[src/time_of_day_arithmetic_core_defines.svh]
// Assertion macros shared by the time-of-day arithmetic core.
`ifndef TIME_OF_DAY_ARITHMETIC_CORE_DEFINES_SVH
`define TIME_OF_DAY_ARITHMETIC_CORE_DEFINES_SVH

`ifndef SYNTHESIS

// A condition that must hold at every clock edge outside reset.
`define TOD_ASSERT_ALWAYS(label, cond) \
  label: assert property (@(posedge clk) disable iff (!rst_n) (cond)) \
    else $error("time of day core: invariant failed");

// A condition that must hold whenever its trigger holds.
`define TOD_ASSERT_IMPLY(label, pre, post) \
  label: assert property (@(posedge clk) disable iff (!rst_n) (pre) |-> (post)) \
    else $error("time of day core: implication failed");

`else

`define TOD_ASSERT_ALWAYS(label, cond)
`define TOD_ASSERT_IMPLY(label, pre, post)

`endif

`endif

[src/tod_pkg.sv]
// Shared constants, operation codes and stage word types of the time-of-day core.
package tod_pkg;

  localparam logic [2:0] KIND_VALIDATE  = 3'd0;
  localparam logic [2:0] KIND_TO_SEC    = 3'd1;
  localparam logic [2:0] KIND_FROM_SEC  = 3'd2;
  localparam logic [2:0] KIND_COMPARE   = 3'd3;
  localparam logic [2:0] KIND_ADD       = 3'd4;
  localparam logic [2:0] KIND_SUB       = 3'd5;
  localparam logic [2:0] KIND_DURATION  = 3'd6;

  localparam logic [17:0] DAY_SEC      = 18'd86400;
  localparam logic [17:0] TWO_DAY_SEC  = 18'd172800;
  localparam logic [16:0] HOUR_SEC     = 17'd3600;
  localparam logic [11:0] MIN_SEC      = 12'd60;
  localparam logic [5:0]  MAX_HOUR     = 6'd23;
  localparam logic [5:0]  MAX_MINUTE   = 6'd59;
  localparam logic [5:0]  MAX_SECOND   = 6'd59;

  // Reciprocals for the constant divisions. The day divide works on n / 128
  // and may come out one low; hours and minutes are exact over their ranges.
  localparam logic [22:0] DAY_RECIP  = 23'((64'd1 << 32) / 675);
  localparam logic [12:0] HOUR_RECIP = 13'(((1 << 20) + 224) / 225);
  localparam logic [10:0] MIN_RECIP  = 11'(((1 << 14) + 14) / 15);

  typedef struct packed {
    logic [2:0]  kind;
    logic [5:0]  hour_a;
    logic [5:0]  minute_a;
    logic [5:0]  second_a;
    logic [4:0]  hour_b;
    logic [5:0]  minute_b;
    logic [5:0]  second_b;
    logic [31:0] seconds_in;
  } tod_in_t;

  typedef struct packed {
    logic [2:0]  kind;
    logic        valid;
    logic [16:0] red_a;
    logic [16:0] red_b;
    logic [17:0] rem_n;
    logic        eq;
    logic        lt;
    logic        gt;
  } tod_red_t;

  typedef struct packed {
    logic [16:0] sec;
    logic        hms_en;
    logic        valid;
    logic        eq;
    logic        lt;
    logic        gt;
  } tod_time_t;

  typedef struct packed {
    logic [4:0]  hour;
    logic [5:0]  minute;
    logic [5:0]  second;
    logic [16:0] seconds;
    logic        is_valid;
    logic        eq;
    logic        lt;
    logic        gt;
  } tod_res_t;

endpackage

[src/tod_front.sv]
// Front stages: seconds of both times, validity, comparison and day reduction of the count.
module tod_front import tod_pkg::*; (
  input  logic     clk,
  input  logic     rst_n,
  input  logic     in_valid,
  output logic     in_ready,
  input  tod_in_t  in_word,
  output logic     out_valid,
  input  logic     out_ready,
  output tod_red_t out_word
);

  typedef struct packed {
    logic [2:0]  kind;
    logic        valid;
    logic [17:0] raw_a;
    logic [16:0] raw_b;
    logic [15:0] quot;
    logic [17:0] n_low;
  } front_s1_t;

  logic      s1_v_r, s2_v_r;
  logic      ready1, ready2;
  front_s1_t s1_r, s1_nxt;
  tod_red_t  s2_r, s2_nxt;
  logic [47:0] day_prod;
  logic [32:0] quot_day;

  assign ready2   = !s2_v_r || out_ready;
  assign ready1   = !s1_v_r || ready2;
  assign in_ready = ready1;

  always_comb begin
    s1_nxt.kind  = in_word.kind;
    s1_nxt.valid = (in_word.hour_a <= MAX_HOUR) && (in_word.minute_a <= MAX_MINUTE) &&
                   (in_word.second_a <= MAX_SECOND);
    s1_nxt.raw_a = 18'(in_word.hour_a) * 18'(HOUR_SEC) +
                   18'(in_word.minute_a) * 18'(MIN_SEC) + 18'(in_word.second_a);
    s1_nxt.raw_b = 17'(in_word.hour_b) * HOUR_SEC +
                   17'(in_word.minute_b) * 17'(MIN_SEC) + 17'(in_word.second_b);
    day_prod     = 48'(in_word.seconds_in[31:7]) * 48'(DAY_RECIP);
    s1_nxt.quot  = day_prod[47:32];
    s1_nxt.n_low = in_word.seconds_in[17:0];
  end

  always_comb begin
    s2_nxt.kind  = s1_r.kind;
    s2_nxt.valid = s1_r.valid;
    if (s1_r.raw_a >= TWO_DAY_SEC) begin
      s2_nxt.red_a = 17'(s1_r.raw_a - TWO_DAY_SEC);
    end else if (s1_r.raw_a >= DAY_SEC) begin
      s2_nxt.red_a = 17'(s1_r.raw_a - DAY_SEC);
    end else begin
      s2_nxt.red_a = s1_r.raw_a[16:0];
    end
    if (18'(s1_r.raw_b) >= DAY_SEC) begin
      s2_nxt.red_b = 17'(18'(s1_r.raw_b) - DAY_SEC);
    end else begin
      s2_nxt.red_b = s1_r.raw_b;
    end
    // The true remainder is below two days, so 18 bits of the difference suffice.
    quot_day     = 33'(s1_r.quot) * 33'(DAY_SEC);
    s2_nxt.rem_n = s1_r.n_low - quot_day[17:0];
    s2_nxt.eq    = s1_r.raw_a == 18'(s1_r.raw_b);
    s2_nxt.lt    = s1_r.raw_a <  18'(s1_r.raw_b);
    s2_nxt.gt    = s1_r.raw_a >  18'(s1_r.raw_b);
  end

  always_ff @(posedge clk) begin
    if (!rst_n) begin
      s1_v_r <= 1'b0;
      s2_v_r <= 1'b0;
    end else begin
      if (ready1) s1_v_r <= in_valid;
      if (ready2) s2_v_r <= s1_v_r;
    end
  end

  always_ff @(posedge clk) begin
    if (ready1 && in_valid) s1_r <= s1_nxt;
    if (ready2 && s1_v_r) s2_r <= s2_nxt;
  end

  assign out_valid = s2_v_r;
  assign out_word  = s2_r;

endmodule

[src/tod_select.sv]
// Middle stages: final day reduction of the count and the per-operation result time.
module tod_select import tod_pkg::*; (
  input  logic      clk,
  input  logic      rst_n,
  input  logic      in_valid,
  output logic      in_ready,
  input  tod_red_t  in_word,
  output logic      out_valid,
  input  logic      out_ready,
  output tod_time_t out_word
);

  typedef struct packed {
    logic [2:0]  kind;
    logic        valid;
    logic [16:0] red_a;
    logic [16:0] red_b;
    logic [16:0] n_mod;
    logic        eq;
    logic        lt;
    logic        gt;
  } select_s3_t;

  logic       s3_v_r, s4_v_r;
  logic       ready3, ready4;
  select_s3_t s3_r, s3_nxt;
  tod_time_t  s4_r, s4_nxt;
  logic [17:0] add_sum, sub_dif, dur_dif;
  logic [16:0] t_add, t_sub, t_dur;

  assign ready4   = !s4_v_r || out_ready;
  assign ready3   = !s3_v_r || ready4;
  assign in_ready = ready3;

  always_comb begin
    s3_nxt.kind  = in_word.kind;
    s3_nxt.valid = in_word.valid;
    s3_nxt.red_a = in_word.red_a;
    s3_nxt.red_b = in_word.red_b;
    s3_nxt.n_mod = (in_word.rem_n >= DAY_SEC) ? 17'(in_word.rem_n - DAY_SEC) :
                                                in_word.rem_n[16:0];
    s3_nxt.eq    = in_word.eq;
    s3_nxt.lt    = in_word.lt;
    s3_nxt.gt    = in_word.gt;
  end

  always_comb begin
    add_sum = {1'b0, s3_r.red_a} + {1'b0, s3_r.n_mod};
    t_add   = (add_sum >= DAY_SEC) ? 17'(add_sum - DAY_SEC) : add_sum[16:0];
    sub_dif = {1'b0, s3_r.red_a} - {1'b0, s3_r.n_mod};
    t_sub   = sub_dif[17] ? 17'(sub_dif + DAY_SEC) : sub_dif[16:0];
    dur_dif = {1'b0, s3_r.red_b} - {1'b0, s3_r.red_a};
    t_dur   = dur_dif[17] ? 17'(dur_dif + DAY_SEC) : dur_dif[16:0];

    s4_nxt.sec    = '0;
    s4_nxt.hms_en = 1'b0;
    s4_nxt.valid  = s3_r.valid;
    s4_nxt.eq     = 1'b0;
    s4_nxt.lt     = 1'b0;
    s4_nxt.gt     = 1'b0;
    unique case (s3_r.kind)
      KIND_TO_SEC:   s4_nxt.sec = s3_r.red_a;
      KIND_FROM_SEC: begin
        s4_nxt.sec    = s3_r.n_mod;
        s4_nxt.hms_en = 1'b1;
      end
      KIND_COMPARE: begin
        s4_nxt.eq = s3_r.eq;
        s4_nxt.lt = s3_r.lt;
        s4_nxt.gt = s3_r.gt;
      end
      KIND_ADD: begin
        s4_nxt.sec    = t_add;
        s4_nxt.hms_en = 1'b1;
      end
      KIND_SUB: begin
        s4_nxt.sec    = t_sub;
        s4_nxt.hms_en = 1'b1;
      end
      KIND_DURATION: s4_nxt.sec = t_dur;
      KIND_VALIDATE: s4_nxt.sec = '0;
      // The spare code gives a word of zeros throughout.
      default:       s4_nxt.valid = 1'b0;
    endcase
  end

  always_ff @(posedge clk) begin
    if (!rst_n) begin
      s3_v_r <= 1'b0;
      s4_v_r <= 1'b0;
    end else begin
      if (ready3) s3_v_r <= in_valid;
      if (ready4) s4_v_r <= s3_v_r;
    end
  end

  always_ff @(posedge clk) begin
    if (ready3 && in_valid) s3_r <= s3_nxt;
    if (ready4 && s3_v_r) s4_r <= s4_nxt;
  end

  assign out_valid = s4_v_r;
  assign out_word  = s4_r;

endmodule

[src/tod_split.sv]
// Back stages: split of seconds since midnight into hours, minutes and seconds.
module tod_split import tod_pkg::*; (
  input  logic      clk,
  input  logic      rst_n,
  input  logic      in_valid,
  output logic      in_ready,
  input  tod_time_t in_word,
  output logic      out_valid,
  input  logic      out_ready,
  output tod_res_t  out_word
);

  typedef struct packed {
    tod_time_t   base;
    logic [4:0]  hour;
    logic [11:0] rem;
    logic [5:0]  minute;
  } split_t;

  logic     s5_v_r, s6_v_r, s7_v_r, s8_v_r;
  logic     ready5, ready6, ready7, ready8;
  split_t   s5_r, s5_nxt, s6_r, s6_nxt, s7_r, s7_nxt;
  tod_res_t s8_r, s8_nxt;
  logic [25:0] hour_prod;
  logic [20:0] min_prod;
  logic [11:0] sec_left;

  assign ready8   = !s8_v_r || out_ready;
  assign ready7   = !s7_v_r || ready8;
  assign ready6   = !s6_v_r || ready7;
  assign ready5   = !s5_v_r || ready6;
  assign in_ready = ready5;

  // Hours: seconds / 3600 taken as (seconds / 16) / 225.
  always_comb begin
    hour_prod     = 26'(in_word.sec[16:4]) * 26'(HOUR_RECIP);
    s5_nxt        = '0;
    s5_nxt.base   = in_word;
    s5_nxt.hour   = hour_prod[24:20];
  end

  always_comb begin
    s6_nxt     = s5_r;
    s6_nxt.rem = 12'(s5_r.base.sec - 17'(s5_r.hour) * HOUR_SEC);
  end

  // Minutes: remainder / 60 taken as (remainder / 4) / 15.
  always_comb begin
    min_prod      = 21'(s6_r.rem[11:2]) * 21'(MIN_RECIP);
    s7_nxt        = s6_r;
    s7_nxt.minute = min_prod[19:14];
  end

  always_comb begin
    sec_left        = s7_r.rem - 12'(s7_r.minute) * MIN_SEC;
    s8_nxt.hour     = s7_r.base.hms_en ? s7_r.hour : '0;
    s8_nxt.minute   = s7_r.base.hms_en ? s7_r.minute : '0;
    s8_nxt.second   = s7_r.base.hms_en ? sec_left[5:0] : '0;
    s8_nxt.seconds  = s7_r.base.sec;
    s8_nxt.is_valid = s7_r.base.valid;
    s8_nxt.eq       = s7_r.base.eq;
    s8_nxt.lt       = s7_r.base.lt;
    s8_nxt.gt       = s7_r.base.gt;
  end

  always_ff @(posedge clk) begin
    if (!rst_n) begin
      s5_v_r <= 1'b0;
      s6_v_r <= 1'b0;
      s7_v_r <= 1'b0;
      s8_v_r <= 1'b0;
    end else begin
      if (ready5) s5_v_r <= in_valid;
      if (ready6) s6_v_r <= s5_v_r;
      if (ready7) s7_v_r <= s6_v_r;
      if (ready8) s8_v_r <= s7_v_r;
    end
  end

  always_ff @(posedge clk) begin
    if (ready5 && in_valid) s5_r <= s5_nxt;
    if (ready6 && s5_v_r) s6_r <= s6_nxt;
    if (ready7 && s6_v_r) s7_r <= s7_nxt;
    if (ready8 && s7_v_r) s8_r <= s8_nxt;
  end

  assign out_valid = s8_v_r;
  assign out_word  = s8_r;

endmodule

[src/time_of_day_arithmetic_core.sv]
// Top level of the time-of-day arithmetic core: stream ports and the pipeline.
//
// One operation enters as a word on the in_ stream: the operation code on
// in_tuser, times A and B and the seconds value on in_tdata. Every word gives
// exactly one result word on the out_ stream, in the order of entry.
// The core is an eight-stage pipeline with a valid bit in every stage. It
// takes one word per cycle unless a stalled output has filled every stage.
// The stage count is set by the chain of constant divisions: the day
// reduction of the seconds count, then hours, then minutes, each divide a
// reciprocal multiply with a register after it.
// When out_tready is low a finished result holds in the last stage, and the
// stages behind it keep filling until no empty stage is left; only then does
// in_tready fall. Nothing is dropped or repeated across a stall.
// Reset (rst_n low at a clock edge) empties every stage; there is no other
// state, so the core is ready in the first cycle after reset.
`include "time_of_day_arithmetic_core_defines.svh"

module time_of_day_arithmetic_core import tod_pkg::*; (
  input  logic        clk,
  input  logic        rst_n,
  input  logic        in_tvalid,
  output logic        in_tready,
  // Bits from 0: hour_a[5:0], minute_a[11:6], second_a[17:12], hour_b[22:18],
  // minute_b[28:23], second_b[34:29], seconds_in[66:35], zero fill to 72.
  input  logic [71:0] in_tdata,
  // Bits from 0: kind[2:0].
  input  logic [2:0]  in_tuser,
  output logic        out_tvalid,
  input  logic        out_tready,
  // Bits from 0: hour_out[4:0], minute_out[10:5], second_out[16:11],
  // seconds_out[33:17], is_valid[34], a_equal_b[35], a_less_b[36],
  // a_greater_b[37], zero fill to 40.
  output logic [39:0] out_tdata
);

  tod_in_t   in_word;
  tod_red_t  red_word;
  tod_time_t time_word;
  tod_res_t  res_word;
  logic      red_valid, red_ready, time_valid, time_ready;

  assign in_word.kind       = in_tuser;
  assign in_word.hour_a     = in_tdata[5:0];
  assign in_word.minute_a   = in_tdata[11:6];
  assign in_word.second_a   = in_tdata[17:12];
  assign in_word.hour_b     = in_tdata[22:18];
  assign in_word.minute_b   = in_tdata[28:23];
  assign in_word.second_b   = in_tdata[34:29];
  assign in_word.seconds_in = in_tdata[66:35];

  tod_front u_front (
    .clk       (clk),
    .rst_n     (rst_n),
    .in_valid  (in_tvalid),
    .in_ready  (in_tready),
    .in_word   (in_word),
    .out_valid (red_valid),
    .out_ready (red_ready),
    .out_word  (red_word)
  );

  tod_select u_select (
    .clk       (clk),
    .rst_n     (rst_n),
    .in_valid  (red_valid),
    .in_ready  (red_ready),
    .in_word   (red_word),
    .out_valid (time_valid),
    .out_ready (time_ready),
    .out_word  (time_word)
  );

  tod_split u_split (
    .clk       (clk),
    .rst_n     (rst_n),
    .in_valid  (time_valid),
    .in_ready  (time_ready),
    .in_word   (time_word),
    .out_valid (out_tvalid),
    .out_ready (out_tready),
    .out_word  (res_word)
  );

  assign out_tdata = {2'b00, res_word.gt, res_word.lt, res_word.eq, res_word.is_valid,
                      res_word.seconds, res_word.second, res_word.minute, res_word.hour};

  // At most one comparison flag is ever set.
  `TOD_ASSERT_IMPLY(a_flags_exclusive, out_tvalid,
                    $onehot0(out_tdata[37:35]))

  // Results are always reduced into one day.
  `TOD_ASSERT_IMPLY(a_time_in_range, out_tvalid,
                    (res_word.hour <= 5'd23) && (res_word.minute <= 6'd59) &&
                    (res_word.second <= 6'd59) && (res_word.seconds < 17'd86400))

  // A split time must agree with its seconds since midnight.
  `TOD_ASSERT_IMPLY(a_split_matches, out_tvalid && (res_word.hour != 5'd0 ||
                    res_word.minute != 6'd0 || res_word.second != 6'd0),
                    res_word.seconds == 17'(res_word.hour) * 17'd3600 +
                    17'(res_word.minute) * 17'd60 + 17'(res_word.second))

  // Input back-pressure only arises from a full pipeline behind a stalled output.
  `TOD_ASSERT_IMPLY(a_ready_only_when_full, !in_tready,
                    out_tvalid && !out_tready)

endmodule

[config.mk]
export PLATFORM = sky130hd
export DESIGN_NAME = time_of_day_arithmetic_core
export DESIGN_NICKNAME = d
export VERILOG_FILES = /design/src/tod_pkg.sv /design/src/tod_front.sv /design/src/tod_select.sv /design/src/tod_split.sv /design/src/time_of_day_arithmetic_core.sv
export VERILOG_INCLUDE_DIRS = /design/src /design/src/src
export SDC_FILE = /design/constraint.sdc
export NUM_CORES = 1
export LEC_CHECK = 0
export BUFFER_PORTS_ARGS = -buffer_cell sky130_fd_sc_hd__buf_2
export CORE_ASPECT_RATIO = 0.9
export CORE_MARGIN = 1
export CORE_UTILIZATION = 60
export CTS_CLUSTER_DIAMETER = 100
export DETAILED_ROUTE_END_ITERATION = 10
export PLACE_DENSITY = 0.78
export SYNTH_ARGS = -nofsm -noshare
export SYNTH_HDL_FRONTEND = slang
export SYNTH_SLANG_ARGS = --single-unit
[constraint.sdc]
create_clock -name clk -period 8.07 [get_ports clk]
set_input_delay 0.807 -clock clk [delete_from_list [all_inputs] [get_ports clk]]
set_output_delay 0.807 -clock clk [all_outputs]
set_load 0.02 [all_outputs]
**Word-level counts from Yosys, hierarchy flattened**

Index checks and enable logic that the tools add are counted.

- Flip-flop bits (word level): 363
- Word-level logic and storage cells: 150

- Mux-type cells: 9
- Magnitude comparators: 10
- Equality and inequality tests: 7
- Add/sub/neg operators: 17
- Multiply operators: 10
- Reduce and logical (&&, ||, !) cells: 29

Operators by type and width:

| kind | count |
|---|---|
| 17-bit 2-to-1 mux | 7 |
| 17-bit case mux with 5 select lines | 1 |
| 17-bit subtractor, second input constant | 4 |
| 18-bit by 17-bit >= comparator with 1-bit output, second input constant | 3 |
| 25-bit by 22-bit multiplier with 47-bit output, second input constant | 1 |
| 17-bit by 17-bit subtractor with 18-bit output | 2 |
| 17-bit adder, second input constant | 2 |
| 13-bit by 13-bit multiplier with 25-bit output, second input constant | 1 |
| 10-bit by 11-bit multiplier with 20-bit output, second input constant | 1 |
| 6-bit by 4-bit multiplier with 10-bit output, second input constant | 2 |
| 17-bit by 17-bit adder with 18-bit output | 1 |
| 18-bit by 12-bit adder with 18-bit output | 1 |
| 18-bit by 6-bit adder with 18-bit output | 1 |
| 18-bit by 17-bit equality test with 1-bit output | 1 |
| 18-bit >= comparator, second input constant | 1 |
| 18-bit by 17-bit greater-than comparator with 1-bit output | 1 |
| 18-bit by 17-bit < comparator with 1-bit output | 1 |
| 18-bit subtractor | 1 |
| 17-bit by 12-bit adder with 17-bit output | 1 |
| 17-bit by 6-bit adder with 17-bit output | 1 |
| 17-bit >= comparator, second input constant | 1 |
| 17-bit by 16-bit subtractor with 17-bit output, second input constant | 1 |
| 16-bit by 10-bit multiplier with 11-bit output, second input constant | 1 |
| 6-bit by 8-bit multiplier with 14-bit output, second input constant | 1 |
| 17 further kinds | 44 |

**Depth between registers and ports, before layout**

- Word-level depth: 10
- Gate-level depth with buffers: 22

**Cells and area by module**

Synthesis repeated with hierarchy kept, for this count alone.

- Cells, all modules: 2,726
- Area, all modules: 31,386.4 sq um

Modules (own cells, without submodules):

| module | instances | area an instance (sq um) | cells an instance |
|---|---|---|---|
| tod_front | 1 | 16,022.9 | 1,394 |
| tod_split | 1 | 8,201.6 | 572 |
| tod_select | 1 | 7,143.1 | 757 |
| time_of_day_arithmetic_core | 1 | 18.8 | 3 |

**Least setup slack after synthesis**

OpenSTA, ideal clock, no wires.

- Path type: input-to-reg
- Start: input port in_tdata[48]
- End: register u_front.s1_r[27] (netlist name) (data pin)
- Setup slack: 1.730 ns
- Stages on the path: 21
- Setup time: 0.262 ns
- Arrival time: 6.078 ns
- Cells stage by stage: fa_1 ha_1 inv_1 fa_1 inv_1 fa_1 inv_1 fa_1 inv_1 fa_1 ha_1 ha_1 o2111a_1 a221oi_1 a211oi_1 o311ai_0 a211oi_1 o21a_1 o21ai_0 a21oi_1 xor2_1

- Word-level cells in the longest chain between the ends: 1

Ends and longest elaborated chain:

| item | line | source |
|---|---|---|
| start: declaration | time_of_day_arithmetic_core.sv:25 | `input logic [71:0] in_tdata,` |
| 25-bit by 22-bit multiplier with 47-bit output | tod_front.sv:41 | `day_prod = 48'(in_word.seconds_in[31:7]) * 48'(DAY_RECIP);` |
| named net u_front.day_prod[41] | tod_front.sv:26 | `logic [47:0] day_prod;` |
| end signal: assignment | tod_front.sv:80 | `if (ready1 && in_valid) s1_r <= s1_nxt;` |
| end: declaration | tod_front.sv:24 | `front_s1_t s1_r, s1_nxt;` |

The timed path passes the listed nets, and every way through them passes these cells.
A chain may end at the register's enable or synchronous reset.

**Worst setup path in the final report**

Ends and elaborated chain as after synthesis.

==> summary.txt <==
Die span in y = 218 um
Layout Utilization = 66.4%
Number of global-route vias before repair = 21092
# diodes = 0
Worst Max-Slew Pin Slew = 1.05 ns
Max Cap Violations = 0
Max Freq = 0.153 GHz
TNS Setup = 0 ns
CTS Buf Count = 37
Vias per std cell = 5.67
Top cells by area in the synthesized netlist = edfxtp_1, ha_1, fa_1, inv_1, xnor2_1
Total Wirelength = 60900 um
# rows = 78
Clk root buf = clkbuf_16
Storage element area = 0.0104 mm2
FILL cells = 3753
RSZ-0062 raised after global routing = false
Layout net count = 3712
Area grow syn2layout = 8.59%
Final worst path period share = 81.0%
Cts hold-fix bufs = 0
Layout cells sized above 1 = 7.83%
Post-synthesis mux area share = 0.367%
Post-synth top cells = ha_1, inv_1, edfxtp_1
GPL Wtd Cong = 0.904
Setup violations, final = 0
EDFF count, synth = 342
Leak pwr = 15.7 nW
GRT Resource Usage Total = 24.0%
DR pass1 iterations = 5
Critical Path Start Type = input pin
Mapped Cells = 2687
Die Wd = 242 um
Clock latency on the worst-skew pair = 0.54 ns
Placed insts = 3460
Hold Path Class = register to register
Port bufs = 113
Antenna violations before repair = 0
Worst Path Required = 8.35 ns
Initial Util = 61.2%
Simple-gate share of the synthesized area = 6.24%
# IOs = 121
Most frequent cell after synthesis = ha_1
Synth cell types = 95
CP endpoint kind = register
Multi-input logic area = 0.0188 mm2
Arrival time worst endpoint = 6.81 ns
Synth area leader = edfxtp_1
Placeable Area = 0.0507 mm2
Post-DP HPWL = 48800 um
TritonCTS clock tree = done
Max FO, Critical Path = 10
Largest net degree at the start of global routing = 63
Syn Area/Cell = 11.6 um2
Synth warnings = 0
Main combinational cell family by area after synthesis = adder cells
XOR/XNOR share of the synthesized area = 5.10%
Critical path class = input pin to register
Htree depth = 2
Slew headroom = 30.0%
Clock sink count = 350
Pre-CTS WS = 0.988 ns
Mean routed wirelength per cell = 17.3 um
Final Worst Setup Slack = 1.54 ns
Clock Path Buffers = 3
First-pass GRT wire length = 103000 um
Mapped cell area = 0.0311 mm2
Compound-Gate Fraction of Synth Area = 10.6%
PD cells = 344 mW/mm2
Register area share after synthesis = 33.6%
Ys async rst share = 0%
Iter 0 DRT Violations = 813
R2r setup slk = 3.00 ns
Status = finished clean
Worst Skew = 0.0304 ns
Vias = 20013
Post_cts resized = 0
Prevailing post-synth register cell = edfxtp_1
Total die area = 0.0527 mm2
Adder and majority gate portion of the synthesized area = 38.1%
Yosys top cell area share = 33.1%
Total power = 11.6 mW
GR Overflow Total = 0
DRC = 0
Reg clk slew, reported paths = 0.07 ns
ANT nets after route = 0
Post-CTS setup buffers = 0
Synthesized flop and latch total = 350
Fin. max-slew vios = 0
Hold violation count in the final report = 0
Worst VDD drop = 646 uV
Min Tclk post-route = 6.53 ns
Fin cells = 3527
==> per-stage QoR <==
step | area [um2] | hold WS (ns)
3_3_place_gp | 32500 | 0.402
4_1_cts | 33700 | 0.396
2_1_floorplan | 31100 | 0.400
6_report | 33700 | 0.411
3_5_place_dp | 32500 | 0.405
5_1_grt | 33700 | 0.408
==> layer usage <==
| layer | up-vias | GRT usage (%) | routed length [um] |
|---|---|---|---|
| li1 | 9721 | - | - |
| met1 | 9795 | 30.6 | 27000 |
| met2 | 397 | 43.1 | 30100 |
| met3 | 100 | 3.03 | 2330 |
| met4 | 0 | 6.65 | 1470 |
| met5 | - | 0 | 0 |
==> cells by family (layout without fill, tap and decap cells) <==
kind of cell,after synthesis,count (layout)
and+or+nand+nor,367,367
DFF,350,350
muxes,11,11
other,1,2
xor gates and xnor gates,180,180
AOI/OAI and AO/OA,476,476
adders and majority gates,814,814
buffers and inverters,488,647
==> flip-flops by register name (all words and copies together) (netlist names) <==
signal,flops
u_select.out_word,22
u_split.s5_v_r,1
u_split.s5_r,27
u_split.s7_v_r,1
u_split.out_valid,1
u_select.s3_v_r,1
u_select.s3_r,58
u_split.s6_v_r,1
u_split.out_word,38
u_front.out_valid,1
u_front.s1_v_r,1
u_front.out_word,59
u_select.out_valid,1
u_split.s6_r,35
u_front.s1_r,68
u_split.s7_r,35
==> final timing paths <==
path,from,endpoint,cells past startpoint
setup reg to reg,u_select.out_word[17],u_split.s5_r[22],18
setup / recovery,in_tdata[48],u_front.s1_r[27],23
hold / removal,u_front.out_word[56],u_select.s3_r[55],0
hold reg to reg,u_front.out_word[56],u_select.s3_r[55],0
==> report_power, final <==
part / internal, mW / switching [mW] / leakage [nW]
Clock: 1.01 / 0.705 / 0.611
Combinational: 3.29 / 3.85 / 11.9
Sequential: 2.54 / 0.196 / 3.24
Total: 6.84 / 4.75 / 15.7
==> layout make-up <==
class                   count  area share [%]
flip-flops and latches    350            30.9
multi-input cells        1850            55.9
repair buffers            123            1.90
clock inverters            29           0.924
well taps                 680            2.52
clock buffers              38            2.76
inverters                 457            5.09
==> placed cells by master, fill, tap and decap left out, types with 9 or more instances in the layout <==
master     synthesis  routed
a2111oi_0         11      10
a211o_1            9       9
a211oi_1          17      17
a21o_1            63      63
a21oi_1          116     116
a22oi_1           15      15
a31oi_1           12      11
and2_1            27      26
buf_2              6     113
buf_4              2      10
clkbuf_16          0      37
edfxtp_1         342     342
fa_1             220     220
ha_1             594     594
inv_1            457     457
nand2_1           59      59
nand2b_1          23      23
nand3_1           24      24
nand4_1           13      13
nor2_1            93      93
nor2b_1           30      25
nor3_1            24      24
nor4_1            13      13
o211ai_1          15      15
o21a_1            20      20
o21ai_0           64      64
o21bai_1          23      23
o22ai_1           11      11
or3_1             10      10
xnor2_1          129     129
xor2_1            50      50
==> critical path: stages <==
cell	delay, ns
buf_2	0.21
fa_1	0.45
ha_1	0.28
inv_1	0.05
fa_1	0.50
inv_1	0.06
fa_1	0.51
inv_1	0.05
fa_1	0.48
inv_1	0.06
fa_1	0.47
ha_1	0.34
ha_1	0.33
o2111a_1	0.16
a221oi_1	0.46
a211oi_1	0.18
o311ai_0	0.31
buf_4	0.21
a211oi_1	0.10
o21a_1	0.21
o21ai_0	0.28
a21oi_1	0.15
xor2_1	0.17
Note: power is estimated with default switching activity, not from simulation.
